--- config.mk ---
export PLATFORM = sky130hd
export DESIGN_NAME = seqnum_reorder_buffer_flat
export DESIGN_NICKNAME = d
export VERILOG_FILES = /design/src/rtl/srb_pkg.sv /design/src/rtl/srb_if.sv /design/src/rtl/srb_ctrl.sv /design/src/rtl/srb_datapath.sv /design/src/rtl/seqnum_reorder_buffer.sv /design/src/flat_wrapper.sv
export SDC_FILE = /design/constraint.sdc
export NUM_CORES = 2
export LEC_CHECK = 0
export BUFFER_PORTS_ARGS = -buffer_cell sky130_fd_sc_hd__buf_4
export CORE_UTILIZATION = 46
export DETAILED_ROUTE_END_ITERATION = 6
export SLEW_MARGIN = 20
export SYNTH_ARGS = -nofsm -noshare
export SYNTH_HDL_FRONTEND = slang
export SYNTH_SLANG_ARGS = --single-unit
--- constraint.sdc ---
create_clock -name clock -period 11.9 [get_ports clock]
set_input_delay 0.595 -clock clock [delete_from_list [all_inputs] [get_ports clock]]
set_output_delay 0.595 -clock clock [all_outputs]
set_load 0.02 [all_outputs]
--- src/rtl/srb_pkg.sv ---
// ----------------------------------------------------------------------------
// srb_pkg
// Shared types and constants for the sequence-number reorder buffer.
// ----------------------------------------------------------------------------
package srb_pkg;

   // Field widths fixed by the request and response formats
   localparam int SEQ_W    = 8;
   localparam int KEY_W    = SEQ_W + 1;
   localparam int HANDLE_W = 8;
   localparam int STATUS_W = 2;
   localparam int OCC_W    = 6;

   // Default number of buffer entries
   localparam int DEPTH_DEF = 32;

   // Request actions
   localparam logic ACT_INSERT = 1'b0;
   localparam logic ACT_POP    = 1'b1;

   // Response status codes
   localparam logic [STATUS_W-1:0] ST_OK    = 2'd0;
   localparam logic [STATUS_W-1:0] ST_DUP   = 2'd1;
   localparam logic [STATUS_W-1:0] ST_FULL  = 2'd2;
   localparam logic [STATUS_W-1:0] ST_EMPTY = 2'd3;

   // Commands from the controller to the datapath
   typedef struct packed {
      logic capture;   // latch request, build extended key
      logic compare;   // run all entry compares, register match vectors
      logic commit;    // update the entry row and load the response register
   } cmd_type;

endpackage

--- src/rtl/srb_if.sv ---
// ----------------------------------------------------------------------------
// srb_req_if / srb_rsp_if
// Valid/ready channels carrying reorder buffer requests and responses.
// ----------------------------------------------------------------------------
interface srb_req_if;
   logic                          valid;
   logic                          ready;
   logic                          action;
   logic [srb_pkg::SEQ_W-1:0]     seq_in;
   logic [srb_pkg::SEQ_W-1:0]     last_ack;
   logic [srb_pkg::HANDLE_W-1:0]  handle_in;

   modport source (output valid, action, seq_in, last_ack, handle_in, input ready);
   modport sink   (input valid, action, seq_in, last_ack, handle_in, output ready);
endinterface

interface srb_rsp_if;
   logic                          valid;
   logic                          ready;
   logic [srb_pkg::STATUS_W-1:0]  status;
   logic                          pop_valid;
   logic [srb_pkg::SEQ_W-1:0]     seq_out;
   logic [srb_pkg::HANDLE_W-1:0]  handle_out;
   logic                          front_valid;
   logic [srb_pkg::SEQ_W-1:0]     front_seq;
   logic [srb_pkg::OCC_W-1:0]     occupancy;

   modport source (output valid, status, pop_valid, seq_out, handle_out, front_valid,
                   front_seq, occupancy, input ready);
   modport sink   (input valid, status, pop_valid, seq_out, handle_out, front_valid,
                   front_seq, occupancy, output ready);
endinterface

--- src/rtl/srb_ctrl.sv ---
// ----------------------------------------------------------------------------
// srb_ctrl
// Request sequencer: accept, compare, commit, and response valid tracking.
// ----------------------------------------------------------------------------
module srb_ctrl (
   input  logic             clock,
   input  logic             reset,
   input  logic             req_valid,
   output logic             req_ready,
   output logic             rsp_valid,
   input  logic             rsp_ready,
   output srb_pkg::cmd_type cmd
);

   typedef enum logic [2:0] {
      S_IDLE = 3'b001,
      S_CMP  = 3'b010,
      S_UPD  = 3'b100
   } state_type;

   state_type state_ff, state_in;
   logic      rsp_vld_ff, rsp_vld_in;
   logic      commit;

   // Commit only when the response register is free or being drained
   assign commit = (state_ff == S_UPD) && (!rsp_vld_ff || rsp_ready);

   // Next state and commands
   always_comb begin
      state_in    = state_ff;
      cmd.capture = 1'b0;
      cmd.compare = 1'b0;
      cmd.commit  = 1'b0;
      unique case (state_ff)
         S_IDLE: begin
            if (req_valid) begin
               cmd.capture = 1'b1;
               state_in    = S_CMP;
            end
         end
         S_CMP: begin
            cmd.compare = 1'b1;
            state_in    = S_UPD;
         end
         S_UPD: begin
            if (commit) begin
               cmd.commit = 1'b1;
               state_in   = S_IDLE;
            end
         end
         default: state_in = S_IDLE;
      endcase
   end

   // Response valid: set on commit, cleared when taken
   always_comb begin
      rsp_vld_in = rsp_vld_ff;
      if (rsp_ready) begin
         rsp_vld_in = 1'b0;
      end
      if (commit) begin
         rsp_vld_in = 1'b1;
      end
   end

   always_ff @(posedge clock) begin
      if (reset) begin
         state_ff   <= S_IDLE;
         rsp_vld_ff <= 1'b0;
      end else begin
         state_ff   <= state_in;
         rsp_vld_ff <= rsp_vld_in;
      end
   end

   assign req_ready = (state_ff == S_IDLE);
   assign rsp_valid = rsp_vld_ff;

endmodule

--- src/rtl/srb_datapath.sv ---
// ----------------------------------------------------------------------------
// srb_datapath
// Sorted entry row with per-entry compare cells, count and response register.
// ----------------------------------------------------------------------------
module srb_datapath #(
   parameter int DEPTH = srb_pkg::DEPTH_DEF
) (
   input  logic                            clock,
   input  logic                            reset,
   input  srb_pkg::cmd_type                cmd,
   input  logic                            req_action,
   input  logic [srb_pkg::SEQ_W-1:0]       req_seq_in,
   input  logic [srb_pkg::SEQ_W-1:0]       req_last_ack,
   input  logic [srb_pkg::HANDLE_W-1:0]    req_handle_in,
   output logic [srb_pkg::STATUS_W-1:0]    rsp_status,
   output logic                            rsp_pop_valid,
   output logic [srb_pkg::SEQ_W-1:0]       rsp_seq_out,
   output logic [srb_pkg::HANDLE_W-1:0]    rsp_handle_out,
   output logic                            rsp_front_valid,
   output logic [srb_pkg::SEQ_W-1:0]       rsp_front_seq,
   output logic [srb_pkg::OCC_W-1:0]       rsp_occupancy
);

   localparam int CNT_W = $clog2(DEPTH + 1);

   // Latched request
   logic                          action_ff;
   logic [srb_pkg::KEY_W-1:0]     key_ff;
   logic [srb_pkg::HANDLE_W-1:0]  handle_ff;

   // Entry row, ascending by key; entries at or above count are unused
   logic [srb_pkg::KEY_W-1:0]     cell_key_ff    [DEPTH];
   logic [srb_pkg::HANDLE_W-1:0]  cell_handle_ff [DEPTH];
   logic [CNT_W-1:0]              count_ff, count_in;

   // Registered compare results
   logic [DEPTH-1:0]              eq_ff, gt_ff;
   logic [DEPTH-1:0]              eq_in, gt_in;

   logic                          dup, full, empty;
   logic                          ins_ok, pop_ok;
   logic [srb_pkg::KEY_W-1:0]     front_key;
   logic [srb_pkg::STATUS_W-1:0]  status_in;
   logic [CNT_W+srb_pkg::OCC_W-1:0] count_ext;

   // Request latch; wrapped numbers get the top key bit
   always_ff @(posedge clock) begin
      if (cmd.capture) begin
         action_ff <= req_action;
         key_ff    <= {(req_last_ack > req_seq_in), req_seq_in};
         handle_ff <= req_handle_in;
      end
   end

   // Compare cells: match, and "entry sorts after new key" (unused counts as after)
   always_comb begin
      for (int i = 0; i < DEPTH; i++) begin
         eq_in[i] = (CNT_W'(i) < count_ff) && (cell_key_ff[i] == key_ff);
         gt_in[i] = !(CNT_W'(i) < count_ff) || (cell_key_ff[i] > key_ff);
      end
   end

   always_ff @(posedge clock) begin
      if (cmd.compare) begin
         eq_ff <= eq_in;
         gt_ff <= gt_in;
      end
   end

   // Outcome of the request
   assign dup    = |eq_ff;
   assign full   = (count_ff == CNT_W'(DEPTH));
   assign empty  = (count_ff == '0);
   assign ins_ok = (action_ff == srb_pkg::ACT_INSERT) && !dup && !full;
   assign pop_ok = (action_ff == srb_pkg::ACT_POP) && !empty;

   always_comb begin
      if (action_ff == srb_pkg::ACT_POP) begin
         status_in = empty ? srb_pkg::ST_EMPTY : srb_pkg::ST_OK;
      end else if (dup) begin
         status_in = srb_pkg::ST_DUP;
      end else if (full) begin
         status_in = srb_pkg::ST_FULL;
      end else begin
         status_in = srb_pkg::ST_OK;
      end
   end

   // Entry row update: insert shifts up from the slot, pop shifts everything down
   for (genvar i = 0; i < DEPTH; i++) begin : g_cell
      always_ff @(posedge clock) begin
         if (cmd.commit && ins_ok && gt_ff[i]) begin
            if (i == 0) begin
               cell_key_ff[i]    <= key_ff;
               cell_handle_ff[i] <= handle_ff;
            end else if (!gt_ff[(i == 0) ? 0 : i-1]) begin
               cell_key_ff[i]    <= key_ff;
               cell_handle_ff[i] <= handle_ff;
            end else begin
               cell_key_ff[i]    <= cell_key_ff[(i == 0) ? 0 : i-1];
               cell_handle_ff[i] <= cell_handle_ff[(i == 0) ? 0 : i-1];
            end
         end else if (cmd.commit && pop_ok && (i < DEPTH-1)) begin
            cell_key_ff[i]    <= cell_key_ff[(i < DEPTH-1) ? i+1 : i];
            cell_handle_ff[i] <= cell_handle_ff[(i < DEPTH-1) ? i+1 : i];
         end
      end
   end

   // Entry count
   always_comb begin
      count_in = count_ff;
      if (cmd.commit && ins_ok) begin
         count_in = count_ff + CNT_W'(1);
      end else if (cmd.commit && pop_ok) begin
         count_in = count_ff - CNT_W'(1);
      end
   end

   always_ff @(posedge clock) begin
      if (reset) begin
         count_ff <= '0;
      end else begin
         count_ff <= count_in;
      end
   end

   // Front entry after this request
   always_comb begin
      if (ins_ok) begin
         front_key = gt_ff[0] ? key_ff : cell_key_ff[0];
      end else if (pop_ok) begin
         front_key = cell_key_ff[1];
      end else begin
         front_key = cell_key_ff[0];
      end
   end

   // Occupancy is reported modulo its field width
   assign count_ext = {{srb_pkg::OCC_W{1'b0}}, count_in};

   // Response register
   always_ff @(posedge clock) begin
      if (cmd.commit) begin
         rsp_status      <= status_in;
         rsp_pop_valid   <= pop_ok;
         rsp_seq_out     <= pop_ok ? cell_key_ff[0][srb_pkg::SEQ_W-1:0] : '0;
         rsp_handle_out  <= pop_ok ? cell_handle_ff[0] : '0;
         rsp_front_valid <= (count_in != '0);
         rsp_front_seq   <= (count_in != '0) ? front_key[srb_pkg::SEQ_W-1:0] : '0;
         rsp_occupancy   <= count_ext[srb_pkg::OCC_W-1:0];
      end
   end

endmodule

--- src/rtl/seqnum_reorder_buffer.sv ---
// ----------------------------------------------------------------------------
// seqnum_reorder_buffer
// Receive-side packet reorder buffer sorted by wrap-extended sequence number.
// ----------------------------------------------------------------------------
// Each request either inserts a packet (sequence number plus handle) in key
// order, where the key is the sequence number with 256 added when the last
// acknowledged number is greater, or pops the entry with the smallest key.
// Duplicates and inserts into a full buffer are rejected with a status code;
// every response also shows the front sequence number and the occupancy.
// A request moves from acceptance to response through an accept step, a
// compare step where every entry cell compares against the new key in
// parallel, and a commit step that shifts the entry row and loads the
// response register; no new request is taken until that commit. The
// response register lets the next request be accepted while a response
// still waits; a commit waits only if the previous response is not taken.
// The buffer is empty after reset and needs no clearing time.
// ----------------------------------------------------------------------------
module seqnum_reorder_buffer #(
   parameter int DEPTH = srb_pkg::DEPTH_DEF
) (
   input  logic       clock,
   input  logic       reset,
   srb_req_if.sink    req,
   srb_rsp_if.source  rsp
);

   srb_pkg::cmd_type cmd;

   // Request sequencer
   srb_ctrl u_ctrl (
      .clock     (clock),
      .reset     (reset),
      .req_valid (req.valid),
      .req_ready (req.ready),
      .rsp_valid (rsp.valid),
      .rsp_ready (rsp.ready),
      .cmd       (cmd)
   );

   // Entry row and response register
   srb_datapath #(
      .DEPTH (DEPTH)
   ) u_datapath (
      .clock           (clock),
      .reset           (reset),
      .cmd             (cmd),
      .req_action      (req.action),
      .req_seq_in      (req.seq_in),
      .req_last_ack    (req.last_ack),
      .req_handle_in   (req.handle_in),
      .rsp_status      (rsp.status),
      .rsp_pop_valid   (rsp.pop_valid),
      .rsp_seq_out     (rsp.seq_out),
      .rsp_handle_out  (rsp.handle_out),
      .rsp_front_valid (rsp.front_valid),
      .rsp_front_seq   (rsp.front_seq),
      .rsp_occupancy   (rsp.occupancy)
   );

`ifndef SYNTHESIS
   // Only one request in flight
   a_one_in_flight: assert property (@(posedge clock) disable iff (reset)
      (req.valid && req.ready) |=> !req.ready)
      else $error("request accepted while another is in flight");

   // A popped entry always reports ok
   a_pop_ok: assert property (@(posedge clock) disable iff (reset)
      (rsp.valid && rsp.pop_valid) |-> (rsp.status == srb_pkg::ST_OK))
      else $error("pop returned an entry with a failing status");

   // Empty pop leaves an empty buffer
   a_empty_front: assert property (@(posedge clock) disable iff (reset)
      (rsp.valid && rsp.status == srb_pkg::ST_EMPTY) |->
         (!rsp.front_valid && !rsp.pop_valid && rsp.front_seq == '0))
      else $error("empty pop shows a front entry");

   // A full buffer always has a front entry
   a_full_front: assert property (@(posedge clock) disable iff (reset)
      (rsp.valid && rsp.status == srb_pkg::ST_FULL) |-> rsp.front_valid)
      else $error("full status with no front entry");
`endif

endmodule

--- src/flat_wrapper.sv ---
// flat-port wrapper written by rule: the top's interface ports become plain ports
module seqnum_reorder_buffer_flat 
#(
   parameter int DEPTH = srb_pkg::DEPTH_DEF
)
  (clock, reset, req_valid, req_action, req_seq_in, req_last_ack, req_handle_in, req_ready, rsp_valid, rsp_status, rsp_pop_valid, rsp_seq_out, rsp_handle_out, rsp_front_valid, rsp_front_seq, rsp_occupancy, rsp_ready);
  srb_req_if req_i ();
  srb_rsp_if rsp_i ();
  input  logic clock;
  input  logic reset;
  input wire logic [$bits(req_i.valid)-1:0] req_valid;
  input wire logic [$bits(req_i.action)-1:0] req_action;
  input wire logic [$bits(req_i.seq_in)-1:0] req_seq_in;
  input wire logic [$bits(req_i.last_ack)-1:0] req_last_ack;
  input wire logic [$bits(req_i.handle_in)-1:0] req_handle_in;
  output wire logic [$bits(req_i.ready)-1:0] req_ready;
  output wire logic [$bits(rsp_i.valid)-1:0] rsp_valid;
  output wire logic [$bits(rsp_i.status)-1:0] rsp_status;
  output wire logic [$bits(rsp_i.pop_valid)-1:0] rsp_pop_valid;
  output wire logic [$bits(rsp_i.seq_out)-1:0] rsp_seq_out;
  output wire logic [$bits(rsp_i.handle_out)-1:0] rsp_handle_out;
  output wire logic [$bits(rsp_i.front_valid)-1:0] rsp_front_valid;
  output wire logic [$bits(rsp_i.front_seq)-1:0] rsp_front_seq;
  output wire logic [$bits(rsp_i.occupancy)-1:0] rsp_occupancy;
  input wire logic [$bits(rsp_i.ready)-1:0] rsp_ready;
  assign req_i.valid = req_valid;
  assign req_i.action = req_action;
  assign req_i.seq_in = req_seq_in;
  assign req_i.last_ack = req_last_ack;
  assign req_i.handle_in = req_handle_in;
  assign req_ready = req_i.ready;
  assign rsp_valid = rsp_i.valid;
  assign rsp_status = rsp_i.status;
  assign rsp_pop_valid = rsp_i.pop_valid;
  assign rsp_seq_out = rsp_i.seq_out;
  assign rsp_handle_out = rsp_i.handle_out;
  assign rsp_front_valid = rsp_i.front_valid;
  assign rsp_front_seq = rsp_i.front_seq;
  assign rsp_occupancy = rsp_i.occupancy;
  assign rsp_i.ready = rsp_ready;
  seqnum_reorder_buffer #(.DEPTH(DEPTH)) u_core (.clock(clock), .reset(reset), .req(req_i), .rsp(rsp_i));
endmodule
==> results.md <==
- Status: complete, no violations
- Routability cong.: 0.872
- Final WL: ~120000 um
- Largest net degree at the start of global routing: 252
- Slew @ Worst Pin: 1.10 ns
- CP arrival: 5.18 ns
- CTS Buffer Depth: 3
- CP Data Required Time: 12.08 ns
- Startpoint Class: register
- TritonCTS clock tree: built
- Clock-pin slew on the worst setup and hold paths: 0.06 ns
- Library cells used by synthesis: 49
- Sequential area share after synthesis: 51.6%
- Max-cap violations: 0
- Worst-Skew Late Latency: around 0.63 ns
- Number of fill cells in the layout: ~7800
- 1st-pass router iterations: 6
- Fin crit period: about 5 ns
- Final Hold Fails: 0
- Cell area power density: 128 mW/mm^2
- Worst-path fanout max: 251
- Root Buffer: clkbuf_16
- Wire per inst: 22.7 um
- DIE AREA: 0.0855 sq mm
- Multi-input gate area: 0.0174 sq mm
- Routed via count: approximately 31000
- Yosys warnings: 0
- Syn Inst Count: 4183
- Ys async rst share: 0%
- DP HPWL: 79000 um
- Ranking of synthesized cells by area: edfxtp_1, nand2_1, ha_1
- Max Fclk: 200 MHz
- First-pass GRT wire length: 180000 um
- FF-to-FF setup slack: roughly 7 ns
- Htree depth: 3
- Starting DRT DRC Count: 3077
- Port Buffers: between 60 and 70
- Post-synth top cells: nand2_1, edfxtp_1, nor2_1
- Post-layout util: 50.6%
- Worst VDD drop: ~0.00012 V
- Via density: ~6.0
- Top-area cell type share of the netlist area: 51.1%
- Vias in the first global route: 29900
- Initial Util: about 46%
- Initial antenna violation count: 1
- Sum Neg Setup Slack: 0 ns
- Top-count cell post-synth: nand2_1
- Number of buffers created by CTS: 77
- Setup violators final: 0
- Final worst-path cycle share: 42.1%
- Core Box Area: 0.0836 sq mm
- Antenna fix cells: 0
- Layout cell share with drive strength beyond 1: 5.83%
- FF/Latch Area: 0.0200 sq mm
- Number of synthesized register bits: between 600 and 700
- Post-layout nets: 4403
- Top FF cell, synth: edfxtp_1
- Slew Limit Headroom: 26.6%
- Cts repair resizes: 0
- Die height: 292 um
- DRC viols: 0
- Non-Filler Instances: 5211
- Gr ovfl total: 0
- Clock Skew: 0.0337 ns
- # IOs: 65
- Syn_nets: between 4000 and 5000
- Area Overhead vs Synth: 8.89%
- Syn_area_per_cell: 9.28 sq um
- Row Count: 106
- Cells after DPL: 5075
- CP endpoint kind: register
- Worst min path class: in -> reg
- RSZ-0062 raised after global routing: no
- Final ANT Viol Nets: 0
- Die W: around 300 um
- Leakage: 16.4 nW
- Post-CTS setup buffers: 0
- Netlist Area Pre-Place: 0.0388 sq mm
- Fin Hold WS: 0.139 ns
- Worst Setup Path Type: reg -> reg
- Cell taking the most area after synthesis: edfxtp_1
- Hold_buf cts: 0
- Sinks on Clock Net: 670
- Fin. max-slew vios: 0
- Post-synth EDFFs: 660
- Total track usage: 27.2%
[flip-flops by register name, indices dropped and copies added, names as in the netlist, 8 cells and up]
name,flops
u_core.u_datapath.cell_key_ff,288
u_core.u_datapath.rsp_handle_out,8
u_core.u_datapath.rsp_front_seq,8
u_core.u_datapath.eq_ff,32
u_core.u_datapath.rsp_seq_out,8
u_core.u_datapath.handle_ff,8
u_core.u_datapath.key_ff,9
u_core.u_datapath.cell_handle_ff,256
u_core.u_datapath.gt_ff,32
[routing by layer]
metal / wire length [um] / vias up / track usage, %
met2: 54500 / 1082 / 43.7
met4: 3510 / 0 / 8.59
met1: 51800 / 15100 / 37.6
met3: 8300 / 211 / 4.49
met5: 0 / - / 0
li1: - / 14800 / -
[power by group]
group,internal [W],total (W),switching [W]
Combinational,0.000145,0.000385,0.000240
Clock,0.00139,0.00239,0.00101
Sequential,0.00260,0.00261,0.00000512
[worst paths after layout]
path	start	endpoint	cells past startpoint
setup / recovery	u_core.u_datapath.count_ff[5]	u_core.u_datapath.cell_handle_ff[1][34]	6
hold / removal	req_action	u_core.u_datapath.action_ff	1
setup reg to reg	u_core.u_datapath.count_ff[5]	u_core.u_datapath.cell_handle_ff[1][34]	6
hold reg to reg	u_core.u_datapath.cell_handle_ff[0][11]	u_core.u_datapath.cell_handle_ff[0][3]	2
[critical path, stage by stage (launching register included)]
cell       delay [ns]
dfxtp_1          0.57
or3_1            0.63
o2111ai_4        0.33
buf_4            0.65
buf_12           0.65
buf_4            0.74
nand2_1          0.67
[stage by stage]
stage                     total power [W]  setup slack [ns]  instance area [sq um]
after detailed placement          0.00304              6.99                  39800
after global placement            0.00303              7.06                  39800
after CTS                         0.00541              6.95                  42300
final                             0.00539              6.90                  42300
after global routing              0.00553              6.53                  42300
after floorplan                   0.00291              6.22                  38800
[layout make-up]
class	instances	area share, %
inverter	62	0.551
multi-input combinational	3158	41.1
clock buffer	97	4.84
tap	1080	3.20
clock inverter	39	0.959
timing repair buffer	105	1.93
sequential	670	47.4
[kinds of logic after synthesis]
logic type	synth area share, %
AO/OA/AOI/OAI	13.0
XOR/XNOR	0.113
adder cells (fa/ha/maj)	9.67
buffers and inverters	3.68
flip-flops	51.6
multiplexers	0.490
AND/OR/NAND/NOR	21.5
[cells in the final DEF (no fill, tap or decap), drive strengths merged, types with 5 or more instances in the layout]
cell and instances:
nand2 1166, edfxtp 660, nor2 551, a31oi 510, ha 300, buf 105, clkbuf 97, a21oi 80
o21ai 70, nand3 62, inv 62, o21a 61, and3 49, nand4 41, nor3 41, nor2b 41
clkinv 31, nand2b 30, a21o 30, nor4 29, mux2 16, or3 11, a2111oi 10, o22ai 10
dfxtp 10, bufinv 8, o211ai 6, a21boi 6, xnor2 5, a211oi 5
Power figures use the tool's default switching activity.
